==> src/hdl/spn16_pkg.sv <==
// ----------------------------------------------------------------------------
// spn16_pkg
// shared types, constants and helper functions of the spn16 ctr cipher
// ----------------------------------------------------------------------------
package spn16_pkg;

  localparam int unsigned PADDR_W = 4;
  localparam int unsigned PDATA_W = 32;

  localparam logic [7:0]  KS_RCON_1  = 8'h80;
  localparam logic [7:0]  KS_RCON_2  = 8'h30;
  localparam logic [23:0] PERM_RESET = 24'hFAC688;

  localparam logic KIND_TABLE = 1'b0;
  localparam logic KIND_DATA  = 1'b1;

  typedef enum logic [1:0] {
    REG_KEY      = 2'd0,
    REG_CTR_HIGH = 2'd1,
    REG_PERM     = 2'd2
  } reg_idx_t;

  typedef struct packed {
    logic [15:0] cipher_key;
    logic [7:0]  counter_high;
    logic [23:0] bit_permutation;
  } cfg_t;

  typedef struct packed {
    logic        kind;
    logic        start_message;
    logic [7:0]  table_index;
    logic [7:0]  table_value;
    logic [15:0] data_block;
  } item_t;

  typedef struct packed {
    logic       we;
    logic [7:0] waddr;
    logic [7:0] wdata;
    logic       re;
    logic [7:0] raddr_a;
    logic [7:0] raddr_b;
  } sbox_req_t;

  function automatic logic [7:0] nib_swap(input logic [7:0] b);
    return {b[3:0], b[7:4]};
  endfunction

  function automatic logic [7:0] perm_byte(input logic [7:0] b, input logic [23:0] perm);
    logic [7:0] r;
    logic [2:0] sel;
    r = '0;
    for (int i = 0; i < 8; i++) begin
      sel             = perm[3*i +: 3];
      r[3'(7 - i)]    = b[3'd7 - sel];
    end
    return r;
  endfunction

endpackage

==> src/hdl/spn16_regs.sv <==
// ----------------------------------------------------------------------------
// spn16_regs
// apb configuration registers: key, counter high byte, bit permutation
// ----------------------------------------------------------------------------
module spn16_regs (
  input  logic                            clk,
  input  logic                            rst_n,
  input  logic                            psel,
  input  logic                            penable,
  input  logic                            pwrite,
  input  logic [spn16_pkg::PADDR_W-1:0]   paddr,
  input  logic [spn16_pkg::PDATA_W-1:0]   pwdata,
  output logic [spn16_pkg::PDATA_W-1:0]   prdata,
  output logic                            pready,
  output spn16_pkg::cfg_t                 cfg
);

  spn16_pkg::cfg_t     cfg_r;
  spn16_pkg::cfg_t     cfg_nxt;
  spn16_pkg::reg_idx_t idx;
  logic                wr_en;

  assign idx    = spn16_pkg::reg_idx_t'(paddr[3:2]);
  assign wr_en  = psel && penable && pwrite;
  assign pready = 1'b1;

  always_comb begin
    cfg_nxt = cfg_r;
    if (wr_en) begin
      unique case (idx)
        spn16_pkg::REG_KEY:      cfg_nxt.cipher_key      = pwdata[15:0];
        spn16_pkg::REG_CTR_HIGH: cfg_nxt.counter_high    = pwdata[7:0];
        spn16_pkg::REG_PERM:     cfg_nxt.bit_permutation = pwdata[23:0];
        default:                 cfg_nxt = cfg_r;
      endcase
    end
  end

  always_comb begin
    unique case (idx)
      spn16_pkg::REG_KEY:      prdata = {16'h0000, cfg_r.cipher_key};
      spn16_pkg::REG_CTR_HIGH: prdata = {24'h000000, cfg_r.counter_high};
      spn16_pkg::REG_PERM:     prdata = {8'h00, cfg_r.bit_permutation};
      default:                 prdata = '0;
    endcase
  end

  always_ff @(posedge clk) begin
    if (!rst_n) begin
      cfg_r.cipher_key      <= 16'h0000;
      cfg_r.counter_high    <= 8'h00;
      cfg_r.bit_permutation <= spn16_pkg::PERM_RESET;
    end else begin
      cfg_r <= cfg_nxt;
    end
  end

  assign cfg = cfg_r;

endmodule

==> config.mk <==
export PLATFORM = sky130hd
export DESIGN_NAME = spn16_regs
export DESIGN_NICKNAME = d
export VERILOG_FILES = /design/src/hdl/spn16_pkg.sv /design/src/hdl/spn16_regs.sv
export SDC_FILE = /design/constraint.sdc
export NUM_CORES = 1
export LEC_CHECK = 0
export ABC_AREA = 1
export BUFFER_PORTS_ARGS = -buffer_cell sky130_fd_sc_hd__buf_2
export CORE_ASPECT_RATIO = 1.25
export CORE_UTILIZATION = 35
export CTS_CLUSTER_DIAMETER = 60
export DETAILED_ROUTE_END_ITERATION = 8
export GPL_TIMING_DRIVEN = 0
export PLACE_DENSITY = 0.61
export REMOVE_ABC_BUFFERS = 1
export SLEW_MARGIN = 10
export SYNTH_ARGS = -nofsm -noshare
export SYNTH_HDL_FRONTEND = slang
export SYNTH_SLANG_ARGS = --single-unit
==> constraint.sdc <==
create_clock -name clk -period 1.7 [get_ports clk]
set_clock_uncertainty 0.2 [all_clocks]
set_input_delay 0.255 -clock clk [delete_from_list [all_inputs] [get_ports clk]]
set_output_delay 0.255 -clock clk [all_outputs]
set_load 0.01 [all_outputs]
==> reports/results.ini <==
[synthesis]
ys_seq_area_share_pct=41.8
synthCells=348
synth_edf_count=0
netlist.area_leader.share_pct=41.8
yosys.cell_types.count=16
synth_area_um2=2300
ys_top_cells_by_count=nand2_1, nor2_1, nand3_1
synth.most_common_cell=nand2_1
synthesis.yosys.warnings=0
yosys_register_bits=48
async_reset_ff_share_pct=0
synth_top_area_cell=dfxtp_1
synth.area.top_cells=dfxtp_1, nand2_1, nor2_1
avgSynthCellArea_um2=6.61
synthFlopType=dfxtp_1

[cells_and_area]
drive_gt1_share_pct=28.5
antenna_cells=0
fin_nets=500
final_util_pct=50.4
syn_to_final_growth_pct=36.8
stdcell_count=545
fin_area_um2=3150
largest_reg_flops=48

[floorplanning]
fp-row-count=32
ios=122
start_util_pct=36.8
die_area_um2=6900
fp.dieW_um=74.5
die_height_um=92.6
core_area_um2=6250

[routing]
wire_per_inst_um=13.0
first_pass_iters=4
wl_mm=7.10
ant_nets=0
drtIter0Drc=107
vias_per_cell=4.57
drc_errors=0
vias=2493

[sta]
max_freq_mhz=628
timing.hold.ws_ns=0.0758
finalHoldViolCount=0
min_period_ns=1.59
max-slew-margin-rel_pct=39.4
grt_setup_unrepaired=false
worstMarginPinSlew_ns=0.910
period_share_pct=93.7
setup_viol=0
setup_ws_ns=0.107
fin_tns_setup_ns=0
drv_slew=0

[job]
drv_cap=0

[setup_path]
ff2ff_setup_slack_ns=0.87
critical_path_peak_fanout=14
critPathCaptureType=output pin
cp.arrival_ns=1.14
rr_worst_depth=2
reg2reg_to=cfg[5]
crit_type=in -> out
worst-endpoint-required_ns=1.24
start_kind=input pin
reg2reg_from=cfg[5]

[power_and_ir_drop]
peakVddDrop_mv=0.425
power.total_mw=2.43
p_leak_nw=1.70
pwr_density_cell_nw_per_um2=771

[min_path]
min_to=cfg[11]
hp-class=in -> reg
hold_path_depth=5
hp-start=pwdata[11]

[placement]
place_area_um2=2780
dp.final_hpwl_mm=3.86
pre_cts_slack_ns=-0.550
dp_cells=514
gp_congestion=0.726
port_buffers=102

[global_routing]
grt_start_max_net_pins=49
gr-total-overflow=0
grt_pass1_vias=2104
grt_util_all_layers_pct=20.6
grt_pass1_wl_mm=10.6
antenna_found_initial=0

[cts]
cts_made_buffers=5
cts_buffer_depth=2
clk_latency_ns=0.30
clock_sinks=48
cts_tree=built
clk_pin_slew_ns=0.09
cts_htree_levels=2
cts-root-buf=clkbuf_8

[status]
status=finished, final reports clean

==> area by class of cell <==
type	instances	area, um2
timing repair buffer	122	721
clock buffer	7	96.3
tap	85	106
inverter	29	109
sequential	48	961
fill	687	3100
clock inverter	1	30.0
multi-input combinational	253	1120
==> cells by family (layout without fill, tap and decap cells) <==
group | Yosys count | in the layout | synth area share [%]
simple gates | 233 | 236 | 42.3
buf+inv | 57 | 159 | 12.5
flops | 48 | 48 | 41.8
compound gates | 8 | 8 | 3.05
other cells | 2 | 9 | 0.327
==> cell usage in the layout, fill, tap and decap left out <==
cell type and count:
a22o_1 8, buf_12 2, buf_2 100, buf_4 8, bufinv_16 1, clkbuf_8 7
conb_1 9, dfxtp_1 48, dlygate4sd3_1 12, inv_1 27, inv_2 2, nand2_1 87
nand2_2 2, nand3_1 57, nor2_1 81, nor2_2 2, nor2_4 7
==> critical path, stage by stage <==
cell and delay, ns:
buf_4 0.16, inv_2 0.10, nor2_4 0.34, nand2_1 0.09, nand3_1 0.07, buf_2 0.12
==> how the worst max path moves through the flow <==
stage / to / startpoint
after floorplan: cfg[10] / paddr[3]
after global placement: cfg[17] / paddr[3]
after detailed placement: cfg[15] / psel
after CTS: prdata[12] / paddr[3]
after global routing: prdata[5] / paddr[3]
final: prdata[6] / paddr[3]
==> repair_timing <==
| action | in CTS | in global routing |
|---|---|---|
| endpoints found under the hold margin | 12 | 0 |
| pin swaps | 6 | 1 |
| resized for setup | 5 | 0 |
| hold buffers | 12 | 0 |
| buffers inserted | 6 | 2 |
| gates cloned | 3 | 0 |
| endpoints found under the setup margin | 28 | 11 |
==> power breakdown <==
group	switching (mW)	internal [mW]	leakage (nW)	total (mW)
Combinational	0.212	0.143	1.25	0.355
Clock	0.387	0.519	0.0645	0.906
Sequential	0.0175	1.15	0.389	1.17
Total	0.617	1.81	1.70	2.43
==> per-layer routing <==
metal	routed length (um)	share of wire, %	GRT usage (%)	vias up
met2	3290	46	33.9	90
met5	0	0	0	-
met3	398	5.6	3.92	10
li1	-	-	-	1282
met1	3270	46	26.4	1111
met4	143	2.0	7.08	0
No activity file was read; power rests on OpenSTA's default activity.
