[src/hdl/spn16_pkg.sv]
// ----------------------------------------------------------------------------
// spn16_pkg
// shared types, constants and helper functions of the spn16 ctr cipher
// ----------------------------------------------------------------------------
package spn16_pkg;

  localparam int unsigned PADDR_W = 4;
  localparam int unsigned PDATA_W = 32;

  localparam logic [7:0]  KS_RCON_1  = 8'h80;
  localparam logic [7:0]  KS_RCON_2  = 8'h30;
  localparam logic [23:0] PERM_RESET = 24'hFAC688;

  localparam logic KIND_TABLE = 1'b0;
  localparam logic KIND_DATA  = 1'b1;

  typedef enum logic [1:0] {
    REG_KEY      = 2'd0,
    REG_CTR_HIGH = 2'd1,
    REG_PERM     = 2'd2
  } reg_idx_t;

  typedef struct packed {
    logic [15:0] cipher_key;
    logic [7:0]  counter_high;
    logic [23:0] bit_permutation;
  } cfg_t;

  typedef struct packed {
    logic        kind;
    logic        start_message;
    logic [7:0]  table_index;
    logic [7:0]  table_value;
    logic [15:0] data_block;
  } item_t;

  typedef struct packed {
    logic       we;
    logic [7:0] waddr;
    logic [7:0] wdata;
    logic       re;
    logic [7:0] raddr_a;
    logic [7:0] raddr_b;
  } sbox_req_t;

  function automatic logic [7:0] nib_swap(input logic [7:0] b);
    return {b[3:0], b[7:4]};
  endfunction

  function automatic logic [7:0] perm_byte(input logic [7:0] b, input logic [23:0] perm);
    logic [7:0] r;
    logic [2:0] sel;
    r = '0;
    for (int i = 0; i < 8; i++) begin
      sel             = perm[3*i +: 3];
      r[3'(7 - i)]    = b[3'd7 - sel];
    end
    return r;
  endfunction

endpackage

[src/hdl/spn16_core.sv]
// ----------------------------------------------------------------------------
// spn16_core
// sequencer: s-box table writes, key schedule and round lookups, output beat
// ----------------------------------------------------------------------------
module spn16_core #(
  parameter int unsigned ROUND_COUNT = 3
) (
  input  logic                  clk,
  input  logic                  rst_n,
  input  spn16_pkg::cfg_t       cfg,
  input  logic                  pend_valid,
  input  spn16_pkg::item_t      pend_item,
  output logic                  take,
  output spn16_pkg::sbox_req_t  sbox_req,
  input  logic [7:0]            sbox_rd_a,
  input  logic [7:0]            sbox_rd_b,
  output logic                  out_valid,
  input  logic                  out_stall,
  output logic [15:0]           out_result_block,
  output logic [15:0]           out_counter_used,
  output logic [15:0]           out_keystream
);

  localparam int unsigned RND_W = (ROUND_COUNT > 1) ? $clog2(ROUND_COUNT) : 1;
  localparam logic [RND_W-1:0] RND_LAST = RND_W'(ROUND_COUNT - 1);

  typedef enum logic [2:0] {
    ST_IDLE,
    ST_KS_A,
    ST_KS_B,
    ST_ROUND,
    ST_FIN
  } state_t;

  state_t           state_r,     state_nxt;
  logic [7:0]       low_ctr_r,   low_ctr_nxt;
  logic [RND_W-1:0] rnd_r,       rnd_nxt;
  logic [1:0]       ski_r,       ski_nxt;
  logic             out_valid_r, out_valid_nxt;
  logic [15:0]      ctr_r,       ctr_nxt;
  logic [15:0]      data_r,      data_nxt;
  logic [7:0]       w2_r,        w2_nxt;
  logic [7:0]       w3_r,        w3_nxt;
  logic [7:0]       w4_r,        w4_nxt;
  logic [7:0]       w5_r,        w5_nxt;
  logic [15:0]      out_res_r,   out_res_nxt;
  logic [15:0]      out_ctr_r,   out_ctr_nxt;
  logic [15:0]      out_ks_r,    out_ks_nxt;

  logic        out_free;
  logic [7:0]  perm_a;
  logic [7:0]  perm_b;
  logic [15:0] sk_sel;
  logic [15:0] m_cur;
  logic [15:0] m_x;
  logic [7:0]  ctr_low;
  logic [7:0]  w2_calc;
  logic [7:0]  w3_calc;
  logic [7:0]  w4_calc;
  logic [7:0]  w5_calc;

  assign out_free = !out_valid_r || !out_stall;
  assign take     = pend_valid &&
                    ((state_r == ST_IDLE) || ((state_r == ST_FIN) && out_free));

  assign perm_a = spn16_pkg::perm_byte(sbox_rd_a, cfg.bit_permutation);
  assign perm_b = spn16_pkg::perm_byte(sbox_rd_b, cfg.bit_permutation);

  always_comb begin
    unique case (ski_r)
      2'd1:    sk_sel = {w2_r, w3_r};
      2'd2:    sk_sel = {w4_r, w5_r};
      default: sk_sel = cfg.cipher_key;
    endcase
  end

  assign m_cur   = (rnd_r == '0) ? ctr_r : {perm_a, perm_b};
  assign m_x     = m_cur ^ sk_sel;
  assign ctr_low = pend_item.start_message ? 8'h00 : low_ctr_r;
  assign w2_calc = cfg.cipher_key[15:8] ^ spn16_pkg::KS_RCON_1 ^ sbox_rd_a;
  assign w3_calc = w2_calc ^ cfg.cipher_key[7:0];
  assign w4_calc = w2_r ^ spn16_pkg::KS_RCON_2 ^ sbox_rd_a;
  assign w5_calc = w4_calc ^ w3_r;

  always_comb begin
    state_nxt     = state_r;
    low_ctr_nxt   = low_ctr_r;
    rnd_nxt       = rnd_r;
    ski_nxt       = ski_r;
    out_valid_nxt = out_valid_r && out_stall;
    ctr_nxt       = ctr_r;
    data_nxt      = data_r;
    w2_nxt        = w2_r;
    w3_nxt        = w3_r;
    w4_nxt        = w4_r;
    w5_nxt        = w5_r;
    out_res_nxt   = out_res_r;
    out_ctr_nxt   = out_ctr_r;
    out_ks_nxt    = out_ks_r;

    sbox_req.we      = 1'b0;
    sbox_req.waddr   = pend_item.table_index;
    sbox_req.wdata   = pend_item.table_value;
    sbox_req.re      = 1'b0;
    sbox_req.raddr_a = m_x[15:8];
    sbox_req.raddr_b = m_x[7:0];

    unique case (state_r)
      ST_IDLE: begin
        state_nxt = ST_IDLE;
      end
      ST_KS_A: begin
        sbox_req.re      = 1'b1;
        sbox_req.raddr_a = spn16_pkg::nib_swap(cfg.cipher_key[7:0]);
        state_nxt        = ST_KS_B;
      end
      ST_KS_B: begin
        sbox_req.re      = 1'b1;
        sbox_req.raddr_a = spn16_pkg::nib_swap(w3_calc);
        w2_nxt           = w2_calc;
        w3_nxt           = w3_calc;
        state_nxt        = ST_ROUND;
      end
      ST_ROUND: begin
        sbox_req.re = 1'b1;
        if (rnd_r == '0) begin
          w4_nxt = w4_calc;
          w5_nxt = w5_calc;
        end
        rnd_nxt = rnd_r + 1'b1;
        ski_nxt = (ski_r == 2'd2) ? 2'd0 : ski_r + 2'd1;
        if (rnd_r == RND_LAST) begin
          state_nxt = ST_FIN;
        end
      end
      ST_FIN: begin
        if (out_free) begin
          out_valid_nxt = 1'b1;
          out_ks_nxt    = {perm_a, perm_b};
          out_res_nxt   = data_r ^ {perm_a, perm_b};
          out_ctr_nxt   = ctr_r;
          state_nxt     = ST_IDLE;
        end
      end
      default: begin
        state_nxt = ST_IDLE;
      end
    endcase

    if (take) begin
      if (pend_item.kind == spn16_pkg::KIND_TABLE) begin
        sbox_req.we = 1'b1;
      end else begin
        ctr_nxt     = {cfg.counter_high, ctr_low};
        low_ctr_nxt = ctr_low + 8'd1;
        data_nxt    = pend_item.data_block;
        rnd_nxt     = '0;
        ski_nxt     = 2'd0;
        state_nxt   = ST_KS_A;
      end
    end
  end

  always_ff @(posedge clk) begin
    ctr_r     <= ctr_nxt;
    data_r    <= data_nxt;
    w2_r      <= w2_nxt;
    w3_r      <= w3_nxt;
    w4_r      <= w4_nxt;
    w5_r      <= w5_nxt;
    out_res_r <= out_res_nxt;
    out_ctr_r <= out_ctr_nxt;
    out_ks_r  <= out_ks_nxt;
    if (!rst_n) begin
      state_r     <= ST_IDLE;
      low_ctr_r   <= 8'h00;
      rnd_r       <= '0;
      ski_r       <= 2'd0;
      out_valid_r <= 1'b0;
    end else begin
      state_r     <= state_nxt;
      low_ctr_r   <= low_ctr_nxt;
      rnd_r       <= rnd_nxt;
      ski_r       <= ski_nxt;
      out_valid_r <= out_valid_nxt;
    end
  end

  assign out_valid        = out_valid_r;
  assign out_result_block = out_res_r;
  assign out_counter_used = out_ctr_r;
  assign out_keystream    = out_ks_r;

endmodule

[config.mk]
export PLATFORM = sky130hd
export DESIGN_NAME = spn16_core
export DESIGN_NICKNAME = d
export VERILOG_FILES = /design/src/hdl/spn16_pkg.sv /design/src/hdl/spn16_core.sv
export SDC_FILE = /design/constraint.sdc
export NUM_CORES = 1
export LEC_CHECK = 0
export BUFFER_PORTS_ARGS = -buffer_cell sky130_fd_sc_hd__buf_4
export CAP_MARGIN = 10
export CELL_PAD_IN_SITES_DETAIL_PLACEMENT = 0
export CELL_PAD_IN_SITES_GLOBAL_PLACEMENT = 1
export CORE_MARGIN = 2
export CORE_UTILIZATION = 25
export CTS_CLUSTER_SIZE = 16
export DETAILED_ROUTE_END_ITERATION = 12
export PLACE_DENSITY_LB_ADDON = 0.3
export SLEW_MARGIN = 20
export SYNTH_ARGS = -nofsm -noshare
export SYNTH_HDL_FRONTEND = slang
export SYNTH_SLANG_ARGS = --single-unit
[constraint.sdc]
create_clock -name clk -period 4.45 [get_ports clk]
set_clock_uncertainty 0.05 [all_clocks]
set_input_delay 0 -clock clk [delete_from_list [all_inputs] [get_ports clk]]
set_output_delay 0 -clock clk [all_outputs]
set_load 0.01 [all_outputs]
==> impl_metrics.xml, run 1 <==
<?xml version="1.0" encoding="UTF-8"?>
<metrics>
  <group name="power_and_ir_drop">
    <metric name="pwr_density_cell" unit="nW/um2">367</metric>
    <metric name="clock_power_share" unit="%">44.8</metric>
    <metric name="seq_power_share" unit="%">42.1</metric>
    <metric name="swShare" unit="%">22.9</metric>
    <metric name="p_int" unit="mW">2.34</metric>
    <metric name="p_leak" unit="nW">3.21</metric>
    <metric name="share_comb_of_total_power" unit="%">13.1</metric>
    <metric name="ir_drop" unit="uV">217</metric>
    <metric name="power.switching" unit="mW">0.698</metric>
  </group>
  <group name="layout">
    <metric name="post_route_cells_drive_above_1_share" unit="%">28.8</metric>
    <metric name="utilization" unit="%">36.8</metric>
    <metric name="flip_flop_and_latch_area" unit="um2">3440</metric>
    <metric name="syn2layout_area_growth" unit="%">45.0</metric>
    <metric name="number_of_nets_in_the_finished_design" unit="">725</metric>
    <metric name="total_of_fill_cells_in_the_finished_design" unit="">2206</metric>
    <metric name="multi_input_comb_area" unit="um2">2060</metric>
  </group>
  <group name="placed_design">
    <metric name="detailed_placer_s_ending_hpwl" unit="um">11400</metric>
    <metric name="finalWeightedCongestion" unit="">0.769</metric>
    <metric name="place.port_buffers" unit="">133</metric>
  </group>
  <group name="hold_path">
    <metric name="timing.hold.worst_path_depth" unit="">3</metric>
    <metric name="worst_hold_startpoint" unit="">cfg[14]</metric>
    <metric name="endpoint_worst_hold" unit="">out_keystream[11]</metric>
    <metric name="worst_hold_path_type" unit="">in -&gt; reg</metric>
  </group>
  <group name="critical_path">
    <metric name="path_max_fanout" unit="">32</metric>
    <metric name="critical-path-top-delay-family" unit="">adder cells</metric>
    <metric name="r2r-start" unit="">state_r[0]</metric>
    <metric name="cp_data_arrival_time" unit="ps">2740</metric>
    <metric name="required" unit="ps">4400</metric>
    <metric name="worstReg2RegEnd" unit="">out_result_block[0]</metric>
    <metric name="ff2ff_setup_slack" unit="ps">2110</metric>
    <metric name="worst_r2r_path_depth" unit="">4</metric>
    <metric name="cp-end-kind" unit="">primary output</metric>
    <metric name="critical_path.n_buffers_inverters" unit="">2</metric>
    <metric name="critical_path.cell_chain" unit="">inv_1 &gt; ha_1 &gt; o21ai_1 &gt; xnor2_1 &gt; o22ai_1 &gt; buf_4</metric>
    <metric name="timing.critical_path.slowest_stage_cell" unit="">ha_1</metric>
    <metric name="startpoint_class" unit="">flop</metric>
    <metric name="criticalPathCategory" unit="">reg -&gt; out</metric>
    <metric name="worst_path_largest_cell_delay" unit="ps">990</metric>
  </group>
  <group name="synth">
    <metric name="ys_ff_latch" unit="">120</metric>
    <metric name="netlist-cell-type-count" unit="">39</metric>
    <metric name="yosysTopAreaCell" unit="">edfxtp_1</metric>
    <metric name="synth_cells" unit="">413</metric>
    <metric name="synthDominantCellAreaShare" unit="%">54.6</metric>
    <metric name="cell_area_after_technology_mapping" unit="um2">5720</metric>
    <metric name="synth_async_sr_flop_share" unit="%">0</metric>
    <metric name="top_area_cells_in_the_synthesized_netlist" unit="">edfxtp_1 (55%), xor2_1 (6.3%), dfxtp_1 (5.6%), mux4_1 (5.5%), a22oi_1 (3.1%)</metric>
    <metric name="seq_area_frac_synth" unit="%">60.2</metric>
    <metric name="synth_edf_count" unit="">104</metric>
    <metric name="yosys_warnings" unit="">0</metric>
    <metric name="synth_ff_type" unit="">edfxtp_1</metric>
    <metric name="postSynthAreaPerCell" unit="um2">13.9</metric>
  </group>
  <group name="clock_network">
    <metric name="clk_pin_slew" unit="ps">50</metric>
    <metric name="cts_sinks" unit="">120</metric>
    <metric name="gates_resized_cts_repair" unit="">0</metric>
    <metric name="worstSkewPairLatency" unit="ps">400</metric>
    <metric name="max-clock-path-buffers" unit="">2</metric>
    <metric name="tritoncts" unit="">done</metric>
    <metric name="clock_tree.root_cell" unit="">clkbuf_16</metric>
    <metric name="cts_made_buffers" unit="">17</metric>
    <metric name="ctsHtreeMaxLevel" unit="">4</metric>
  </group>
  <group name="timing">
    <metric name="timing.final.crit_share" unit="%">62.8</metric>
    <metric name="timing.max_slew.rel_slack" unit="%">29.6</metric>
    <metric name="hold_violations" unit="">0</metric>
    <metric name="timing.setup.tns" unit="ps">0</metric>
    <metric name="grt_setup_unrepaired" unit="">no</metric>
    <metric name="drv_slew" unit="">0</metric>
    <metric name="maxClockFrequency" unit="MHz">358</metric>
    <metric name="tightest_slew" unit="ps">1060</metric>
    <metric name="layout_min_cycle_time" unit="ps">2790</metric>
    <metric name="setup_viol_count_final" unit="">0</metric>
  </group>
  <group name="floorplan">
    <metric name="ios" unit="">186</metric>
    <metric name="die_w" unit="um">155</metric>
    <metric name="core_area" unit="um2">22600</metric>
    <metric name="initial_utilization" unit="%">25.4</metric>
    <metric name="rows" unit="">55</metric>
    <metric name="chipHeight" unit="um">155</metric>
    <metric name="fp.dieArea" unit="um2">24100</metric>
  </group>
  <group name="route">
    <metric name="drt.antenna.violating_nets" unit="">0</metric>
    <metric name="detail_route.first_pass.iterations" unit="">5</metric>
    <metric name="post_drt_via_cell_ratio" unit="">4.51</metric>
    <metric name="dr.first_iter.drc_count" unit="">357</metric>
    <metric name="wl_per_cell" unit="um">17.9</metric>
    <metric name="via_count" unit="">4131</metric>
    <metric name="wirelength" unit="um">16400</metric>
    <metric name="post-route-drc-count" unit="">0</metric>
  </group>
  <group name="grt">
    <metric name="grt_start_max_net_pins" unit="">33</metric>
    <metric name="grt_antenna_before_repair" unit="">1</metric>
    <metric name="grt_pass1_wl" unit="um">23800</metric>
    <metric name="groute.usage.overall" unit="%">13.3</metric>
    <metric name="vias_in_the_first_global_route" unit="">4103</metric>
    <metric name="globalRoute.totalOverflow" unit="">0</metric>
  </group>
  <group name="status">
    <metric name="status" unit="">completed</metric>
  </group>
  <group name="flow_run">
    <metric name="max_cap_violations" unit="">0</metric>
  </group>
</metrics>
layer usage:
layer,global-route usage (%),wire (um),share of wire (%),up-vias
met1,17.7,7440,45,2029
li1,-,-,-,1939
met3,3.76,981,6.0,6
met5,0,0,0,-
met4,2.88,106,0.65,0
met2,21.7,7860,48,157
Yosys cell counts, types with 5 or more instances:
cell type and n:
nor2_1 17, mux4_1 12, ha_1 6, dfxtp_1 16
inv_1 6, and3_1 5, o21ai_0 9, xor2_1 41
mux2_2 5, clkbuf_1 12, edfxtp_1 104, mux2i_1 9
a21oi_1 17, nand2_1 26, buf_4 24, a22oi_1 24
nor2b_1 15, xnor2_1 17, o22ai_1 8
worst max path at each step:
stage                           from                   to  slack (ps)  depth (start not counted)
after CTS                   ski_r[1]         sbox_req[11]        1630                          6
after floorplan           state_r[2]  out_counter_used[0]        1270                          3
after global routing        ski_r[0]         sbox_req[13]        1480                          7
after global placement      ski_r[0]         sbox_req[11]        2090                          6
final                       ski_r[0]         sbox_req[11]        1660                          6
after detailed placement  state_r[0]  out_result_block[0]        2050                          4
state kept, by name (all words and copies together) (netlist names):
register          cells
low_ctr_r             8
data_r               16
w5_r                  8
w4_r                  8
out_keystream         8
out_counter_used     16
out_valid             1
ctr_r                16
w3_r                  8
ski_r                 2
state_r               3
out_result_block     16
rnd_r                 2
w2_r                  8
power groups by stage:
| stage | clock network [mW] | registers (mW) | logic, mW |
|---|---|---|---|
| floorplan | 0 | 1.30 | 0.185 |
| global placement | 0 | 1.30 | 0.327 |
| global route | 1.44 | 1.28 | 0.428 |
| detailed placement | 0 | 1.30 | 0.332 |
| finish | 1.36 | 1.28 | 0.397 |
| CTS | 1.39 | 1.28 | 0.402 |
per-stage QoR:
step                cell area, um2  cells  hold WS [ps]  power [mW]  setup slack (ps)
CTS                           8300    914          54.9        3.08              1630
finish                        8300    915          79.1        3.04              1660
global route                  8300    915          69.4        3.15              1480
floorplan                     5750    420         -3.59        1.48              1270
detailed placement            6910    803         -49.9        1.64              2050
global placement              6910    803         -49.9        1.63              2090
cells by family after synthesis:
family / count (synthesis) / share of synthesized area (%)
AOI/OAI and AO/OA: 73 / 8.22
and+or+nand+nor: 76 / 6.34
xor gates and xnor gates: 58 / 8.87
adders and majority gates: 6 / 1.31
other: 1 / 0.0655
buffers and inverters: 46 / 4.61
muxes: 33 / 10.4
DFF: 120 / 60.2
worst register-to-register path, stage by stage (launching register included):
cell and delay, ps:
dfxtp_1 410, nor2_1 280, nand2_1 160, a21oi_4 670, buf_4 420
placed cells by master (no fill, tap or decap), types with 4 or more instances in the layout:
master,n
a22oi_1,24
nand4_1,4
conb_1,8
inv_1,6
and3_1,5
nor2b_1,14
xnor2_1,17
mux4_2,4
dlygate4sd3_1,80
nand3_1,4
mux2_2,5
mux2i_1,9
a21oi_1,16
xor2_1,41
ha_1,6
nor2_1,17
dfxtp_1,16
o21ai_1,4
edfxtp_1,104
o21ai_0,9
buf_4,137
nand2_1,26
o22ai_1,8
clkbuf_16,17
mux4_1,12
cell type report:
class	instances	share of cell area, %
diodes	1	0.0302
clock inverters	13	1.85
repair buffers	217	22.0
inverters	7	0.317
well taps	285	4.30
clock buffers	18	5.17
multi-input cells	254	24.8
flip-flops and latches	120	41.5
what timing repair did:
item / in CTS / in global routing
hold buffers: 80 / 0
endpoints found under the hold margin: 95 / 0
buffers inserted: 0 / 0
endpoints found under the setup margin: 0 / 0
(Power assumes the default switching activity.)
==> run 2, diff against run 1 <==
--- a/config.mk
+++ b/config.mk
@@ -5,6 +5,7 @@
 export SDC_FILE = /design/constraint.sdc
 export NUM_CORES = 1
 export LEC_CHECK = 0
+export ABC_AREA = 1
 export BUFFER_PORTS_ARGS = -buffer_cell sky130_fd_sc_hd__buf_4
 export CAP_MARGIN = 10
 export CELL_PAD_IN_SITES_DETAIL_PLACEMENT = 0
==> constraint.sdc (replaced) <==
create_clock -name clk -period 2.31 [get_ports clk]
set_clock_uncertainty 0.05 [all_clocks]
set_input_delay 0 -clock clk [delete_from_list [all_inputs] [get_ports clk]]
set_output_delay 0 -clock clk [all_outputs]
set_load 0.01 [all_outputs]
==> run 2 against run 1 <==
Worst setup slack worse by 1500 ps; clock-buffer cell count shrank 1; flip-flop and latch count unchanged.
==> impl_metrics.xml, run 2 <==
<?xml version="1.0" encoding="UTF-8"?>
<metrics>
  <group name="layout">
    <metric name="post_route_cells_drive_above_1_share" unit="%">24.7</metric>
    <metric name="n_antenna_cell" unit="">0</metric>
    <metric name="layout_common_cells" unit="">buf_4 (143), nand2_1 (137), edfxtp_1 (104), inv_1 (77), dlygate4sd3_1 (73)</metric>
    <metric name="number_of_nets_in_the_finished_design" unit="">937</metric>
    <metric name="final_common_cell" unit="">buf_4</metric>
    <metric name="syn2layout_area_growth" unit="%">44.9</metric>
  </group>
  <group name="grt">
    <metric name="grt_antenna_before_repair" unit="">0</metric>
    <metric name="groute.usage.overall" unit="%">14.0</metric>
    <metric name="grt_start_max_net_pins" unit="">42</metric>
    <metric name="use_met1" unit="%">18.1</metric>
    <metric name="globalRoute.totalOverflow" unit="">0</metric>
    <metric name="met2_usage" unit="%">22.6</metric>
    <metric name="met3_usage_in_global_routing" unit="%">3.06</metric>
    <metric name="grt_pass1_wl" unit="um">27100</metric>
    <metric name="busiest_layer" unit="">met2</metric>
    <metric name="vias_in_the_first_global_route" unit="">4892</metric>
  </group>
  <group name="synth">
    <metric name="synth.cells.most_frequent" unit="">nand2_1 (137), edfxtp_1 (104), inv_1 (80), nand3_1 (52), a21oi_1 (35)</metric>
    <metric name="postSynthAreaPerCell" unit="um2">9.73</metric>
    <metric name="yosysTopAreaCell" unit="">edfxtp_1</metric>
    <metric name="synth_edf_count" unit="">104</metric>
    <metric name="seq_area_frac_synth" unit="%">56.7</metric>
    <metric name="ys_ff_latch" unit="">120</metric>
    <metric name="netlist-cell-type-count" unit="">36</metric>
    <metric name="synth_cells" unit="">624</metric>
    <metric name="synth_ff_type" unit="">edfxtp_1</metric>
    <metric name="synthDominantCellAreaShare" unit="%">51.5</metric>
    <metric name="yosys_warnings" unit="">0</metric>
    <metric name="synth_most_common_cell" unit="">nand2_1</metric>
    <metric name="synth_async_sr_flop_share" unit="%">0</metric>
    <metric name="cell_area_after_technology_mapping" unit="um2">6070</metric>
    <metric name="top_area_cells_in_the_synthesized_netlist" unit="">edfxtp_1 (51%), nand2_1 (8.5%), dfxtp_1 (5.3%), inv_1 (4.9%), nand3_1 (4.3%)</metric>
  </group>
  <group name="critical_path">
    <metric name="required" unit="ps">2260</metric>
    <metric name="worst_path_largest_cell_delay" unit="ps">370</metric>
    <metric name="critical-path-top-delay-family" unit="">buffers and inverters</metric>
    <metric name="critical_path.cell_chain" unit="">inv_2 &gt; ha_4 &gt; inv_4 &gt; buf_12 &gt; a21oi_1 &gt; a22oi_1 &gt; xnor2_1 &gt; buf_4</metric>
    <metric name="cp-end-kind" unit="">primary output</metric>
    <metric name="critical_path.n_buffers_inverters" unit="">4</metric>
    <metric name="criticalPathCategory" unit="">reg -&gt; out</metric>
    <metric name="timing.critical_path.slowest_stage_cell" unit="">dfxtp_2</metric>
    <metric name="path_max_fanout" unit="">12</metric>
    <metric name="cp_data_arrival_time" unit="ps">2140</metric>
    <metric name="startpoint_class" unit="">flop</metric>
  </group>
  <group name="clock_network">
    <metric name="postCtsSetupBuffers" unit="">0</metric>
    <metric name="cts_sinks" unit="">120</metric>
    <metric name="tritoncts" unit="">done</metric>
    <metric name="worstSkewPairLatency" unit="ps">430</metric>
    <metric name="cts_made_buffers" unit="">17</metric>
    <metric name="clock_tree.root_cell" unit="">clkbuf_16</metric>
    <metric name="ctsHtreeMaxLevel" unit="">4</metric>
    <metric name="max-clock-path-buffers" unit="">2</metric>
    <metric name="clk_pin_slew" unit="ps">60</metric>
  </group>
  <group name="floorplan">
    <metric name="chipHeight" unit="um">160</metric>
    <metric name="die_w" unit="um">160</metric>
    <metric name="initial_utilization" unit="%">25.2</metric>
    <metric name="core_area" unit="um2">24100</metric>
    <metric name="rows" unit="">57</metric>
    <metric name="fp.dieArea" unit="um2">25500</metric>
    <metric name="ios" unit="">186</metric>
  </group>
  <group name="route">
    <metric name="detail_route.first_pass.iterations" unit="">4</metric>
    <metric name="post_drt_via_cell_ratio" unit="">4.19</metric>
    <metric name="drt.antenna.violating_nets" unit="">0</metric>
    <metric name="dr.first_iter.drc_count" unit="">235</metric>
    <metric name="via_count" unit="">4883</metric>
    <metric name="wl_per_cell" unit="um">15.1</metric>
    <metric name="post-route-drc-count" unit="">0</metric>
    <metric name="wirelength" unit="um">17600</metric>
  </group>
  <group name="power_and_ir_drop">
    <metric name="pwr_density_cell" unit="nW/um2">721</metric>
    <metric name="p_leak" unit="nW">3.67</metric>
    <metric name="ir_drop" unit="uV">375</metric>
  </group>
  <group name="timing">
    <metric name="maxClockFrequency" unit="MHz">456</metric>
    <metric name="timing.setup.tns" unit="ps">0</metric>
    <metric name="hold_violations" unit="">0</metric>
    <metric name="setup_ws" unit="ps">119</metric>
    <metric name="drv_slew" unit="">0</metric>
    <metric name="grt_setup_unrepaired" unit="">no</metric>
    <metric name="setup_viol_count_final" unit="">0</metric>
    <metric name="layout_min_cycle_time" unit="ps">2190</metric>
    <metric name="timing.final.crit_share" unit="%">94.9</metric>
  </group>
  <group name="placed_design">
    <metric name="finalWeightedCongestion" unit="">0.749</metric>
    <metric name="detailed_placer_s_ending_hpwl" unit="um">12900</metric>
    <metric name="detailedPlace.worstSlack" unit="ps">329</metric>
    <metric name="place.port_buffers" unit="">133</metric>
  </group>
  <group name="status">
    <metric name="status" unit="">completed</metric>
  </group>
  <group name="flow_run">
    <metric name="max_cap_violations" unit="">0</metric>
  </group>
  <group name="hold_path">
    <metric name="worst_hold_path_type" unit="">in -&gt; reg</metric>
  </group>
</metrics>
==> run 2: changes by cell type in the layout (fill, tap and decap cells not counted), sizes merged, moves of 9 or more <==
cell and change:
nand2 +113, inv +81, nand3 +49, a21oi +19, a22oi -16, mux4 -16, nor2b -15, o21ai +14
o211ai +12, xor2 -12, mux2i -9, nor2 +9, or2 +9
==> run 2: timing repair <==
action | 4_1_cts | 5_1_grt
resized for setup | 3 | 16
setup endpoints to repair | 9 | 13
pin swaps | 0 | 0
hold buffers | 73 | 0
hold endpoints to repair | 89 | 0
==> run 2: per-layer routing <==
| metal | up-vias | share of wire, % | wire [um] |
|---|---|---|---|
| li1 | 2468 | - | - |
| met1 | 2248 | 47 | 8220 |
| met2 | 140 | 47 | 8210 |
| met3 | 27 | 4.3 | 757 |
| met4 | 0 | 2.6 | 459 |
| met5 | - | 0 | 0 |
==> run 2: power by group <==
part	leakage [nW]	internal (mW)	switching, mW	total, mW
clock network	0.311	1.83	1.05	2.88
logic	2.28	0.425	0.522	0.947
registers	1.08	2.47	0.0433	2.52
==> run 2: final timing paths <==
path	startpoint	end	slack (ps)	cells after the start
hold reg to reg	data_r[14]	out_result_block[14]	370	0
hold / removal	cfg[38]	w3_r[6]	6	4
setup reg to reg	state_r[0]	low_ctr_r[2]	240	8
setup / recovery	ski_r[0]	sbox_req[5]	120	8
==> run 2: metrics by stage <==
step	instances	power (mW)	utilization (%)	hold slack [ps]	instance area, um2
after floorplan	631	3.03	-	0.262	6100
after global placement	1061	3.39	30.6	-49.9	7370
after detailed placement	1061	3.39	30.6	-49.9	7370
after CTS	1166	6.41	36.3	8.77	8740
after global routing	1166	6.60	36.5	26.0	8790
final	1166	6.34	36.5	5.82	8790
==> run 2: area by class of cell <==
cell class                      count  area [um2]
Clock inverter                     15         214
Timing Repair Buffer              218        1840
Multi-Input combinational cell    389        2130
Sequential cell                   120        3450
Inverter                           83         322
Clock buffer                       17         425
Tap cell                          324         405
Fill cell                        2478       15300
==> run 2: cells by family after synthesis <==
logic type,count (synthesis),synth area share (%)
AO/OA/AOI/OAI,91,8.76
XOR/XNOR,44,6.35
adder cells (fa/ha/maj),6,1.24
buffers and inverters,122,9.44
flip-flops,120,56.7
other,1,0.0618
AND/OR/NAND/NOR,240,17.4
==> run 2: worst reg2reg max path: cells and delay by family (launching register included) <==
family	cells	cell delay, ps
AO/OA/AOI/OAI	2	290
AND/OR/NAND/NOR	4	500
buffers and inverters	2	810
flip-flops	1	370
==> run 3, diff against run 2 <==
--- a/config.mk
+++ b/config.mk
@@ -5,14 +5,13 @@
 export SDC_FILE = /design/constraint.sdc
 export NUM_CORES = 1
 export LEC_CHECK = 0
-export ABC_AREA = 1
 export BUFFER_PORTS_ARGS = -buffer_cell sky130_fd_sc_hd__buf_4
 export CAP_MARGIN = 10
 export CELL_PAD_IN_SITES_DETAIL_PLACEMENT = 0
 export CELL_PAD_IN_SITES_GLOBAL_PLACEMENT = 1
 export CORE_MARGIN = 2
 export CORE_UTILIZATION = 25
-export CTS_CLUSTER_SIZE = 16
+export CTS_CLUSTER_SIZE = 14
 export DETAILED_ROUTE_END_ITERATION = 12
 export PLACE_DENSITY_LB_ADDON = 0.3
 export SLEW_MARGIN = 20
==> run 3 against run 2 <==
Die area shrank 5.6%; fmax shrank 0.55%; clock-buffer cell count grew 6; critical endpoint is now sbox_req[11].
==> impl_metrics.xml, run 3 (same netlist as run 1, synthesis figures left out) <==
<?xml version="1.0" encoding="UTF-8"?>
<metrics>
  <group name="route">
    <metric name="wirelength" unit="um">16700</metric>
    <metric name="detail_route.first_pass.iterations" unit="">4</metric>
    <metric name="post_drt_via_cell_ratio" unit="">4.46</metric>
    <metric name="post-route-drc-count" unit="">0</metric>
    <metric name="dr.first_iter.drc_count" unit="">257</metric>
    <metric name="via_count" unit="">4153</metric>
    <metric name="wl_per_cell" unit="um">17.9</metric>
    <metric name="drt.antenna.violating_nets" unit="">0</metric>
  </group>
  <group name="grt">
    <metric name="grt_pass1_wl" unit="um">24300</metric>
    <metric name="groute.usage.overall" unit="%">13.8</metric>
    <metric name="grt_start_max_net_pins" unit="">32</metric>
    <metric name="globalRoute.totalOverflow" unit="">0</metric>
    <metric name="vias_in_the_first_global_route" unit="">4144</metric>
    <metric name="grt_antenna_before_repair" unit="">0</metric>
  </group>
  <group name="layout">
    <metric name="total_of_fill_cells_in_the_finished_design" unit="">2207</metric>
    <metric name="finish.cell_count_without_fillers" unit="">931</metric>
    <metric name="syn2layout_area_growth" unit="%">47.5</metric>
    <metric name="layout_common_cells" unit="">buf_4 (151), edfxtp_1 (104), dlygate4sd3_1 (80), xor2_1 (41), nand2_1 (26)</metric>
    <metric name="utilization" unit="%">37.4</metric>
    <metric name="n_antenna_cell" unit="">0</metric>
    <metric name="number_of_nets_in_the_finished_design" unit="">741</metric>
    <metric name="post_route_cells_drive_above_1_share" unit="%">30.7</metric>
    <metric name="final_cell_area" unit="um2">8440</metric>
    <metric name="final_common_cell" unit="">buf_4</metric>
  </group>
  <group name="placed_design">
    <metric name="place_inst" unit="">819</metric>
    <metric name="place.port_buffers" unit="">133</metric>
    <metric name="placed_cell_area" unit="um2">7030</metric>
    <metric name="detailed_placer_s_ending_hpwl" unit="um">11700</metric>
    <metric name="detailedPlace.worstSlack" unit="ps">378</metric>
    <metric name="finalWeightedCongestion" unit="">0.755</metric>
  </group>
  <group name="floorplan">
    <metric name="ios" unit="">186</metric>
    <metric name="chipHeight" unit="um">155</metric>
    <metric name="die_w" unit="um">155</metric>
    <metric name="fp.dieArea" unit="um2">24100</metric>
    <metric name="initial_utilization" unit="%">25.4</metric>
    <metric name="rows" unit="">55</metric>
    <metric name="core_area" unit="um2">22600</metric>
  </group>
  <group name="clock_network">
    <metric name="worstSkewPairLatency" unit="ps">410</metric>
    <metric name="cts_made_buffers" unit="">17</metric>
    <metric name="clk_pin_slew" unit="ps">50</metric>
    <metric name="clock_tree.root_cell" unit="">clkbuf_16</metric>
    <metric name="cts_sinks" unit="">120</metric>
    <metric name="postCtsSetupBuffers" unit="">0</metric>
    <metric name="max-clock-path-buffers" unit="">2</metric>
    <metric name="tritoncts" unit="">done</metric>
    <metric name="ctsHtreeMaxLevel" unit="">4</metric>
  </group>
  <group name="flow_run">
    <metric name="max_cap_violations" unit="">0</metric>
  </group>
  <group name="critical_path">
    <metric name="cp-end-kind" unit="">primary output</metric>
    <metric name="path_max_fanout" unit="">23</metric>
    <metric name="startpoint_class" unit="">flop</metric>
    <metric name="criticalPathCategory" unit="">reg -&gt; out</metric>
    <metric name="cp_data_arrival_time" unit="ps">2150</metric>
    <metric name="required" unit="ps">2260</metric>
  </group>
  <group name="timing">
    <metric name="hold_violations" unit="">0</metric>
    <metric name="timing.final.crit_share" unit="%">95.4</metric>
    <metric name="grt_setup_unrepaired" unit="">yes</metric>
    <metric name="maxClockFrequency" unit="MHz">454</metric>
    <metric name="timing.hold.ws" unit="ps">64.6</metric>
    <metric name="drv_slew" unit="">0</metric>
    <metric name="layout_min_cycle_time" unit="ps">2200</metric>
    <metric name="setup_ws" unit="ps">107</metric>
    <metric name="setup_viol_count_final" unit="">0</metric>
    <metric name="timing.max_slew.rel_slack" unit="%">65.4</metric>
    <metric name="tightest_slew" unit="ps">518</metric>
  </group>
  <group name="status">
    <metric name="status" unit="">completed</metric>
  </group>
  <group name="power_and_ir_drop">
    <metric name="ir_drop" unit="uV">345</metric>
    <metric name="p_leak" unit="nW">3.30</metric>
    <metric name="pwr_density_cell" unit="nW/um2">693</metric>
  </group>
  <group name="hold_path">
    <metric name="worst_hold_path_type" unit="">in -&gt; reg</metric>
  </group>
</metrics>
run 3: path summary, 6_finish.rpt:
path,start,endpoint,slack [ps],cells past startpoint
hold reg to reg,data_r[7],out_result_block[7],360,0
hold / removal,pend_valid,state_r[0],60,4
setup / recovery,ski_r[0],sbox_req[11],110,8
setup reg to reg,state_r[2],low_ctr_r[3],420,7
run 3: through the flow:
step | power, mW | TNS (ps)
floorplan | 2.86 | 0
global placement | 3.15 | 0
detailed placement | 3.17 | 0
CTS | 5.92 | 0
global route | 6.06 | -37.7
finish | 5.85 | 0
run 3: critical path, stage by stage (launching register included):
cell and delay [ps]:
dfxtp_1 350, inv_1 70, ha_1 340, buf_12 180
nand2_1 60, o21ai_1 70, xnor2_1 320, o22ai_1 180
buf_4 180
run 3: layout make-up:
type                    instances  area (um2)  share of cell area [%]
clock buffers                  23         478                    5.66
clock inverters                 9         101                    1.20
inverters                       7        26.3                   0.311
multi-input cells             254        2070                    24.5
flip-flops and latches        120        3440                    40.8
well taps                     285         357                    4.22
repair buffers                233        1970                    23.3
run 3: what timing repair did:
item | 4_1_cts | 5_1_grt
gates resized for setup | 2 | 5
hold endpoints to repair | 96 | 0
pin swaps | 0 | 1
hold buffers | 80 | 0
endpoints found under the setup margin | 5 | 6
run 3: routing by layer:
layer	GRT usage, %	vias to the layer above	wire [um]
met5	0	-	0
met4	4.63	0	242
met3	3.68	17	987
met2	21.4	141	7740
met1	18.7	2030	7690
li1	-	1965	-
run 3: power by group:
part           internal [mW]  total [mW]  leakage [nW]  switching (mW)
Combinational          0.414       0.793          1.95           0.378
Clock                   1.66        2.59         0.278           0.930
Sequential              2.44        2.46          1.08          0.0270
